[src/rtl/dfpe_pkg.sv]
// Shared types, constants and helpers for the DShot frame pulse encoder.
package dfpe_pkg;

  localparam int GapWordsDefault = 4;
  localparam int ChannelsDefault = 8;
  localparam int DataBits        = 16;
  localparam int JobDepth        = 2;

  localparam logic [15:0] OneHighReset   = 16'd30;
  localparam logic [15:0] ZeroHighReset  = 16'd15;
  localparam logic [10:0] ThrLimitReset  = 11'd1999;

  typedef enum logic [1:0] {
    CFG_ONE_HIGH  = 2'd0,
    CFG_ZERO_HIGH = 2'd1,
    CFG_THR_LIMIT = 2'd2
  } cfg_reg_e;

  // Decoded job handed from the front end to the serialiser.
  typedef struct packed {
    logic        err;
    logic [2:0]  channel;
    logic [15:0] frame;
  } dfpe_job_t;

  typedef struct packed {
    logic [15:0] one_high;
    logic [15:0] zero_high;
  } dfpe_widths_t;

  // 12-bit word (value plus zero telemetry bit) followed by its nibble XOR.
  function automatic logic [15:0] build_frame(logic [10:0] val);
    logic [11:0] w;
    logic [3:0]  crc;
    w   = {val, 1'b0};
    crc = w[3:0] ^ w[7:4] ^ w[11:8];
    return {w, crc};
  endfunction

endpackage

[src/rtl/dfpe_front.sv]
// Front end: accepts items, checks range and limit, builds the 16-bit frame.
module dfpe_front #(
  parameter int Channels = dfpe_pkg::ChannelsDefault
) (
  input  logic                push_i,
  output logic                full_o,
  input  logic [10:0]         throttle_i,
  input  logic [5:0]          command_i,
  input  logic [2:0]          channel_i,
  input  logic [10:0]         throttle_limit_i,
  input  logic                job_full_i,
  output logic                job_push_o,
  output dfpe_pkg::dfpe_job_t job_o
);

  logic        chan_ok;
  logic [10:0] sum;

  assign full_o  = job_full_i;
  assign chan_ok = (32'(channel_i) < 32'(Channels));
  // wraps to 11 bits by construction
  assign sum     = throttle_i + 11'(command_i);

  assign job_push_o    = push_i && !job_full_i && chan_ok;
  assign job_o.err     = (throttle_i > throttle_limit_i);
  assign job_o.channel = channel_i;
  assign job_o.frame   = dfpe_pkg::build_frame(sum);

endmodule

[src/rtl/dfpe_job_fifo.sv]
// Short job queue between the front end and the serialiser.
module dfpe_job_fifo (
  input  logic                clk_i,
  input  logic                rst_ni,
  input  logic                push_i,
  input  dfpe_pkg::dfpe_job_t wdata_i,
  output logic                full_o,
  input  logic                pop_i,
  output logic                empty_o,
  output dfpe_pkg::dfpe_job_t rdata_o
);

  localparam int Depth = dfpe_pkg::JobDepth;
  localparam int PtrW  = $clog2(Depth);

  dfpe_pkg::dfpe_job_t mem_q [Depth];
  logic [PtrW-1:0] wr_ptr_q, wr_ptr_d, rd_ptr_q, rd_ptr_d;
  logic [PtrW:0]   count_q, count_d;
  logic            do_push, do_pop;

  assign full_o  = (count_q == (PtrW+1)'(Depth));
  assign empty_o = (count_q == '0);
  assign do_push = push_i && !full_o;
  assign do_pop  = pop_i && !empty_o;
  assign rdata_o = mem_q[rd_ptr_q];

  always_comb begin
    wr_ptr_d = do_push ? wr_ptr_q + PtrW'(1) : wr_ptr_q;
    rd_ptr_d = do_pop ? rd_ptr_q + PtrW'(1) : rd_ptr_q;
    count_d  = count_q;
    if (do_push && !do_pop) begin
      count_d = count_q + (PtrW+1)'(1);
    end else if (do_pop && !do_push) begin
      count_d = count_q - (PtrW+1)'(1);
    end
  end

  always_ff @(posedge clk_i or negedge rst_ni) begin
    if (!rst_ni) begin
      wr_ptr_q <= '0;
      rd_ptr_q <= '0;
      count_q  <= '0;
    end else begin
      wr_ptr_q <= wr_ptr_d;
      rd_ptr_q <= rd_ptr_d;
      count_q  <= count_d;
    end
  end

  always_ff @(posedge clk_i) begin
    if (do_push) begin
      mem_q[wr_ptr_q] <= wdata_i;
    end
  end

endmodule

[src/rtl/dfpe_back.sv]
// Serialiser: turns a job into bit-slot compare widths plus gap words.
module dfpe_back #(
  parameter int GapWords = dfpe_pkg::GapWordsDefault
) (
  input  logic                   clk_i,
  input  logic                   rst_ni,
  input  dfpe_pkg::dfpe_widths_t widths_i,
  input  logic                   job_empty_i,
  input  dfpe_pkg::dfpe_job_t    job_i,
  output logic                   job_pop_o,
  output logic                   empty_o,
  input  logic                   pop_i,
  output logic [2:0]             out_channel_o,
  output logic [15:0]            pulse_width_o,
  output logic                   last_word_o,
  output logic                   status_o
);

  localparam int Total = dfpe_pkg::DataBits + GapWords;
  localparam int CntW  = $clog2(Total);
  localparam logic [CntW-1:0] LastCnt = CntW'(Total - 1);

  logic            busy_q, busy_d;
  logic [CntW-1:0] cnt_q, cnt_d;
  logic [15:0]     shift_q, shift_d;
  logic [2:0]      chan_q, chan_d;
  logic            out_valid_q, out_valid_d;
  logic [2:0]      out_chan_q, out_chan_d;
  logic [15:0]     out_width_q, out_width_d;
  logic            out_last_q, out_last_d;
  logic            out_status_q, out_status_d;

  logic            adv, load, emit, in_data;
  logic [15:0]     src_shift;
  logic [CntW-1:0] src_cnt;
  logic [2:0]      src_chan;

  assign adv       = !out_valid_q || pop_i;
  assign load      = adv && !busy_q && !job_empty_i;
  assign emit      = adv && (busy_q || !job_empty_i);
  assign job_pop_o = load;

  always_comb begin
    src_shift = busy_q ? shift_q : job_i.frame;
    src_cnt   = busy_q ? cnt_q : '0;
    src_chan  = busy_q ? chan_q : job_i.channel;
    in_data   = ({1'b0, src_cnt} < (CntW+1)'(dfpe_pkg::DataBits));
  end

  always_comb begin
    busy_d       = busy_q;
    cnt_d        = cnt_q;
    shift_d      = shift_q;
    chan_d       = chan_q;
    out_valid_d  = adv ? emit : out_valid_q;
    out_chan_d   = out_chan_q;
    out_width_d  = out_width_q;
    out_last_d   = out_last_q;
    out_status_d = out_status_q;
    if (emit) begin
      out_chan_d = src_chan;
      if (load && job_i.err) begin
        // rejected item: single error word, serialiser stays free
        out_width_d  = '0;
        out_last_d   = 1'b1;
        out_status_d = 1'b1;
      end else begin
        out_status_d = 1'b0;
        out_last_d   = (src_cnt == LastCnt);
        if (in_data) begin
          out_width_d = src_shift[15] ? widths_i.one_high : widths_i.zero_high;
        end else begin
          out_width_d = '0;
        end
        busy_d  = (src_cnt != LastCnt);
        cnt_d   = src_cnt + CntW'(1);
        shift_d = {src_shift[14:0], 1'b0};
        chan_d  = src_chan;
      end
    end
  end

  always_ff @(posedge clk_i or negedge rst_ni) begin
    if (!rst_ni) begin
      busy_q      <= 1'b0;
      out_valid_q <= 1'b0;
    end else begin
      busy_q      <= busy_d;
      out_valid_q <= out_valid_d;
    end
  end

  always_ff @(posedge clk_i) begin
    cnt_q        <= cnt_d;
    shift_q      <= shift_d;
    chan_q       <= chan_d;
    out_chan_q   <= out_chan_d;
    out_width_q  <= out_width_d;
    out_last_q   <= out_last_d;
    out_status_q <= out_status_d;
  end

  assign empty_o       = !out_valid_q;
  assign out_channel_o = out_chan_q;
  assign pulse_width_o = out_width_q;
  assign last_word_o   = out_last_q;
  assign status_o      = out_status_q;

  a_err_word_shape: assert property (@(posedge clk_i) disable iff (!rst_ni)
    out_valid_q && out_status_q |-> out_last_q && (out_width_q == '0))
    else $error("error word not a lone zero-width last word");

  a_no_pop_while_busy: assert property (@(posedge clk_i) disable iff (!rst_ni)
    job_pop_o |-> !busy_q)
    else $error("job taken while a frame is still being serialised");

  a_busy_ends_on_last: assert property (@(posedge clk_i) disable iff (!rst_ni)
    busy_q && !busy_d |-> emit && out_last_d)
    else $error("serialiser released without emitting the last word");

  a_stall_holds: assert property (@(posedge clk_i) disable iff (!rst_ni)
    out_valid_q && !pop_i |=> out_valid_q && $stable(out_width_q) && $stable(out_last_q))
    else $error("pending output word changed while stalled");

endmodule

[src/rtl/dshot_frame_pulse_encoder_unit.sv]
// Top level of the DShot frame pulse encoder: config registers and the pipeline.
// Each accepted item with a channel below CHANNELS turns into 16 + GAP_WORDS
// result words (20 by default), MSB of the 16-bit DShot frame first, or into
// a single error word when the throttle is above the limit. The serialiser
// emits one word per clock while the output is not stalled by pop_i, and it
// takes a new item only once the last word of a frame is out; a two-entry job
// queue lets the next items be taken while a frame is still going out. On an
// idle block the first word is on the outputs from the clock edge after the
// one that accepts the item. Write the configuration registers only while no
// frame is in flight.
module dshot_frame_pulse_encoder_unit #(
  parameter int GAP_WORDS = dfpe_pkg::GapWordsDefault,
  parameter int CHANNELS  = dfpe_pkg::ChannelsDefault
) (
  input  logic        clk_i,
  input  logic        rst_ni,
  input  logic        push_i,
  output logic        full_o,
  input  logic [10:0] throttle_i,
  input  logic [5:0]  command_i,
  input  logic [2:0]  channel_i,
  output logic        empty_o,
  input  logic        pop_i,
  output logic [2:0]  out_channel_o,
  output logic [15:0] pulse_width_o,
  output logic        last_word_o,
  output logic        status_o,
  input  logic        cfg_we_i,
  input  logic [1:0]  cfg_index_i,
  input  logic [15:0] cfg_data_i
);

  dfpe_pkg::dfpe_widths_t widths_q, widths_d;
  logic [10:0]            thr_limit_q, thr_limit_d;

  dfpe_pkg::dfpe_job_t push_job, head_job;
  logic                job_push, job_full, job_pop, job_empty;

  always_comb begin
    widths_d    = widths_q;
    thr_limit_d = thr_limit_q;
    if (cfg_we_i) begin
      unique case (cfg_index_i)
        dfpe_pkg::CFG_ONE_HIGH:  widths_d.one_high  = cfg_data_i;
        dfpe_pkg::CFG_ZERO_HIGH: widths_d.zero_high = cfg_data_i;
        dfpe_pkg::CFG_THR_LIMIT: thr_limit_d        = cfg_data_i[10:0];
        default: ;  // unknown index: ignored
      endcase
    end
  end

  always_ff @(posedge clk_i or negedge rst_ni) begin
    if (!rst_ni) begin
      widths_q.one_high  <= dfpe_pkg::OneHighReset;
      widths_q.zero_high <= dfpe_pkg::ZeroHighReset;
      thr_limit_q        <= dfpe_pkg::ThrLimitReset;
    end else begin
      widths_q    <= widths_d;
      thr_limit_q <= thr_limit_d;
    end
  end

  dfpe_front #(
    .Channels(CHANNELS)
  ) u_front (
    .push_i          (push_i),
    .full_o          (full_o),
    .throttle_i      (throttle_i),
    .command_i       (command_i),
    .channel_i       (channel_i),
    .throttle_limit_i(thr_limit_q),
    .job_full_i      (job_full),
    .job_push_o      (job_push),
    .job_o           (push_job)
  );

  dfpe_job_fifo u_job_fifo (
    .clk_i  (clk_i),
    .rst_ni (rst_ni),
    .push_i (job_push),
    .wdata_i(push_job),
    .full_o (job_full),
    .pop_i  (job_pop),
    .empty_o(job_empty),
    .rdata_o(head_job)
  );

  dfpe_back #(
    .GapWords(GAP_WORDS)
  ) u_back (
    .clk_i        (clk_i),
    .rst_ni       (rst_ni),
    .widths_i     (widths_q),
    .job_empty_i  (job_empty),
    .job_i        (head_job),
    .job_pop_o    (job_pop),
    .empty_o      (empty_o),
    .pop_i        (pop_i),
    .out_channel_o(out_channel_o),
    .pulse_width_o(pulse_width_o),
    .last_word_o  (last_word_o),
    .status_o     (status_o)
  );

endmodule
[config.mk]
export PLATFORM = sky130hd
export DESIGN_NAME = dshot_frame_pulse_encoder_unit
export DESIGN_NICKNAME = d
export VERILOG_FILES = /design/src/rtl/dfpe_pkg.sv /design/src/rtl/dfpe_front.sv /design/src/rtl/dfpe_job_fifo.sv /design/src/rtl/dfpe_back.sv /design/src/rtl/dshot_frame_pulse_encoder_unit.sv
export SDC_FILE = /design/constraint.sdc
export NUM_CORES = 1
export LEC_CHECK = 0
export BUFFER_PORTS_ARGS = -buffer_cell sky130_fd_sc_hd__buf_4
export CAP_MARGIN = 10
export CORE_UTILIZATION = 59
export DETAILED_ROUTE_END_ITERATION = 10
export PLACE_DENSITY = 0.78
export SLEW_MARGIN = 30
export SYNTH_ARGS = -nofsm -noshare
export SYNTH_HDL_FRONTEND = slang
export SYNTH_SLANG_ARGS = --single-unit
[constraint.sdc]
create_clock -name clk_i -period 2.93 [get_ports clk_i]
set_clock_uncertainty 0.2 [all_clocks]
set_input_delay 0.1465 -clock clk_i [delete_from_list [all_inputs] [get_ports clk_i]]
set_output_delay 0.1465 -clock clk_i [all_outputs]
set_load 0.02 [all_outputs]
==> results.sh <==
export IMPL_status="finished clean"
export IMPL_track_usage_pct=23.5
export IMPL_p_sw_mw=2.21
export IMPL_synth_edff_count=82
export IMPL_yosys_warnings=0
export IMPL_finalHoldViolations=0
export IMPL_ys_ff_latch=131
export IMPL_drt_drc_violations_left=0
export IMPL_crit_top_cell="dlygate4sd3_1"
export IMPL_tns_ns=0
export IMPL_drive_above_1_share_pct=33.0
export IMPL_core_um2=9860
export IMPL_post_cts_buffers=0
export IMPL_cts_tree="done"
export IMPL_slowest_delay_ns=0.60
export IMPL_synth_cell_types=57
export IMPL_grt_pass1_wl_um=18100
export IMPL_io_buffers=65
export IMPL_initial_utilization_pct=61.2
export IMPL_final_max_slew_violation_count=0
export IMPL_crit_fanout=5
export IMPL_ys_seq_area_share_pct=61.5
export IMPL_synth_top_cell_by_area="edfxtp_1"
export IMPL_ctsHtreeMaxLevel=4
export IMPL_cts_buffers=17
export IMPL_antenna_found_initial=0
export IMPL_cp_required_ns=3.10
export IMPL_crit_chain="dlygate4sd3_1, buf_4, ha_1, fa_1, a21o_1, a21oi_2, o21bai_1, a211o_1, o311ai_1, dlygate4sd3_1"
export IMPL_period_minus_slack_ns=2.84
export IMPL_async_reset_ff_share_pct=37.4
export IMPL_gp_congestion=0.831
export IMPL_pwr_share_comb_pct=29.2
export IMPL_hpwlAfterDp_um=7340
export IMPL_die_area_um2=10600
export IMPL_cts_root_buffer="clkbuf_8"
export IMPL_hold_class="input port to register"
export IMPL_sw_frac_of_total_pct=30.6
export IMPL_synthCells=430
export IMPL_crit_buf_inv=3
export IMPL_crit_slowest_cell="dlygate4sd3_1"
export IMPL_startpoint_type="input port"
export IMPL_grt_start_max_net_pins=41
export IMPL_drt_antenna_violating_nets=0
export IMPL_first_pass_iters=6
export IMPL_antennaDiodeCount=0
export IMPL_worst_ep_arrival_time_ns=3.01
export IMPL_path_clk_slew_ns=0.06
export IMPL_synthTopCellsByCount="edfxtp_1, mux2_2, mux2i_1"
export IMPL_power_density_nw_per_um2=952
export IMPL_critical_path_top_delay_family="buffers and inverters"
export IMPL_synth_most_common_cell="edfxtp_1"
export IMPL_critical_path_class="input port to register"
export IMPL_clk_latency_ns=0.52
export IMPL_overflow=0
export IMPL_avgSynthCellArea_um2=14.0
export IMPL_tightestPinTransition_ns=0.838
export IMPL_grt_pass1_vias=3826
export IMPL_syn_to_final_growth_pct=25.8
export IMPL_p_int_mw=5.02
export IMPL_synth_area_leaders="edfxtp_1, dfrtp_1, dfstp_2, mux2_2, mux2i_1"
export IMPL_syn_nets=493
export IMPL_syn_area_um2=6040
export IMPL_clock_path_buffers=2
export IMPL_die_x_um=103
export IMPL_rows=36
export IMPL_final_nets=604
export IMPL_highest_layer="met4"
export IMPL_fmax_mhz=353
export IMPL_synth_top_area_share_pct=40.8
export IMPL_period_share_pct=96.8
export IMPL_rsz0062_at_grt="no"
export IMPL_wl_per_cell_um=16.8
export IMPL_vdd_drop_max_mv=0.430
export IMPL_cap_violations=0
export IMPL_route_met2_wl_um=5860
export IMPL_fillers=605
export IMPL_avgViaCountPerCell=5.46
export IMPL_drt_initial_drc_count=152
export IMPL_synthFlopType="edfxtp_1"
export IMPL_seqPwrFrac_pct=42.6
export IMPL_vias=3753
export IMPL_pwr_share_clk_pct=28.2
export IMPL_die_height_um=103
export IMPL_wl_met1_um=5120
export IMPL_crit_path_end_kind="register"
export IMPL_dr_wl_met3_um=385
export IMPL_wl_um=11500
export IMPL_slew_headroom_pct=44.0
export IMPL_setup_viol=0
export IMPL_clock_sinks=131
export IMPL_leakage_nw=3.18
export IMPL_whs_ns=0.0231
export IMPL_io_pins=66
tightest hold or removal path, stage by stage:
cell	delay (ns)
buf_4	0.08
ha_1	0.18
xor2_1	0.14
registers in the layout, summed over array words and instances (netlist names), 2 cells and up:
register / count
widths_q: 32
u_job_fifo.count_q: 2
u_back.shift_q: 15
u_back.cnt_q: 5
u_back.out_channel_o: 3
u_back.pulse_width_o: 16
u_job_fifo.mem_q: 38
thr_limit_q: 11
u_back.chan_q: 3
path summary, 6_finish.rpt:
check / slack, ns / startpoint / end / depth (start not counted)
worst max-delay path: 0.09 / command_i[0] / u_job_fifo.mem_q[0][14] / 10
worst min-delay path: 0.02 / command_i[2] / u_job_fifo.mem_q[0][6] / 3
worst max register to register: 0.70 / u_back.busy_q / u_back.shift_q[1] / 4
worst min register to register: 0.28 / widths_q[23] / widths_q[23] / 1
max in group asynchronous: 0.72 / rst_ni / widths_q[25] / 4
min in group asynchronous: 0.50 / rst_ni / u_back.busy_q / 3
power by group through the flow:
stage	logic (mW)	clock network [mW]	registers, mW
finish	2.11	2.04	3.08
global route	2.30	2.15	3.14
CTS	2.12	2.06	3.08
detailed placement	2.06	0	3.10
global placement	1.99	0	3.08
floorplan	1.33	0	3.20
metal layers:
metal | track usage [%] | vias to the layer above
met4 | 10.9 | 0
li1 | - | 1789
met3 | 5.15 | 12
met5 | 0 | -
met2 | 39.5 | 88
met1 | 29.2 | 1864
cells by family (layout without fill, tap and decap cells):
group	Yosys count	in the layout	share of synthesized area, %
buffers and inverters	37	161	2.94
XOR/XNOR	25	25	3.63
AND/OR/NAND/NOR	86	86	7.79
multiplexers	79	79	14.0
adder cells (fa/ha/maj)	20	20	4.27
AO/OA/AOI/OAI	52	52	5.93
flip-flops	131	131	61.5
stage by stage:
step / setup slack, ns / area (um2) / util [%] / power (mW) / cells
floorplan: 0.387 / 6040 / - / 4.53 / 430
global placement: 0.691 / 6660 / 67.5 / 5.08 / 620
detailed placement: 0.647 / 6660 / 67.5 / 5.16 / 620
CTS: 0.154 / 7590 / 77.0 / 7.26 / 687
global route: 0.00432 / 7590 / 77.0 / 7.59 / 687
finish: 0.0944 / 7590 / 77.0 / 7.23 / 687
layout by cell type, fill, tap and decap left out, types with 17 or more instances in the layout:
| cell | Yosys | routed |
|---|---|---|
| edfxtp_1 | 82 | 82 |
| buf_4 | 3 | 74 |
| mux2_2 | 39 | 39 |
| mux2i_1 | 36 | 36 |
| dlygate4sd3_1 | 0 | 35 |
| dfrtp_1 | 32 | 32 |
| nand2_1 | 24 | 24 |
| inv_1 | 20 | 20 |
| o21ai_0 | 20 | 20 |
| xnor2_1 | 20 | 20 |
| ha_1 | 19 | 19 |
| nor2_1 | 17 | 17 |
| clkbuf_16 | 0 | 17 |
| dfstp_2 | 17 | 17 |
repair_timing:
item | in CTS | in global routing
setup endpoints to repair | 0 | 0
hold endpoints to repair | 120 | 0
hold buffers | 35 | 0
gates resized for setup | 0 | 0
area by class of cell:
type / count / area, um2 / area share [%]
inverters: 20 / 75.1 / 0.988
well taps: 133 / 166 / 2.19
multi-input cells: 262 / 2150 / 28.3
flip-flops and latches: 131 / 3710 / 48.8
clock inverters: 11 / 128 / 1.68
repair buffers: 109 / 906 / 11.9
clock buffers: 21 / 460 / 6.06
Note: power is estimated with default switching activity, not from simulation.
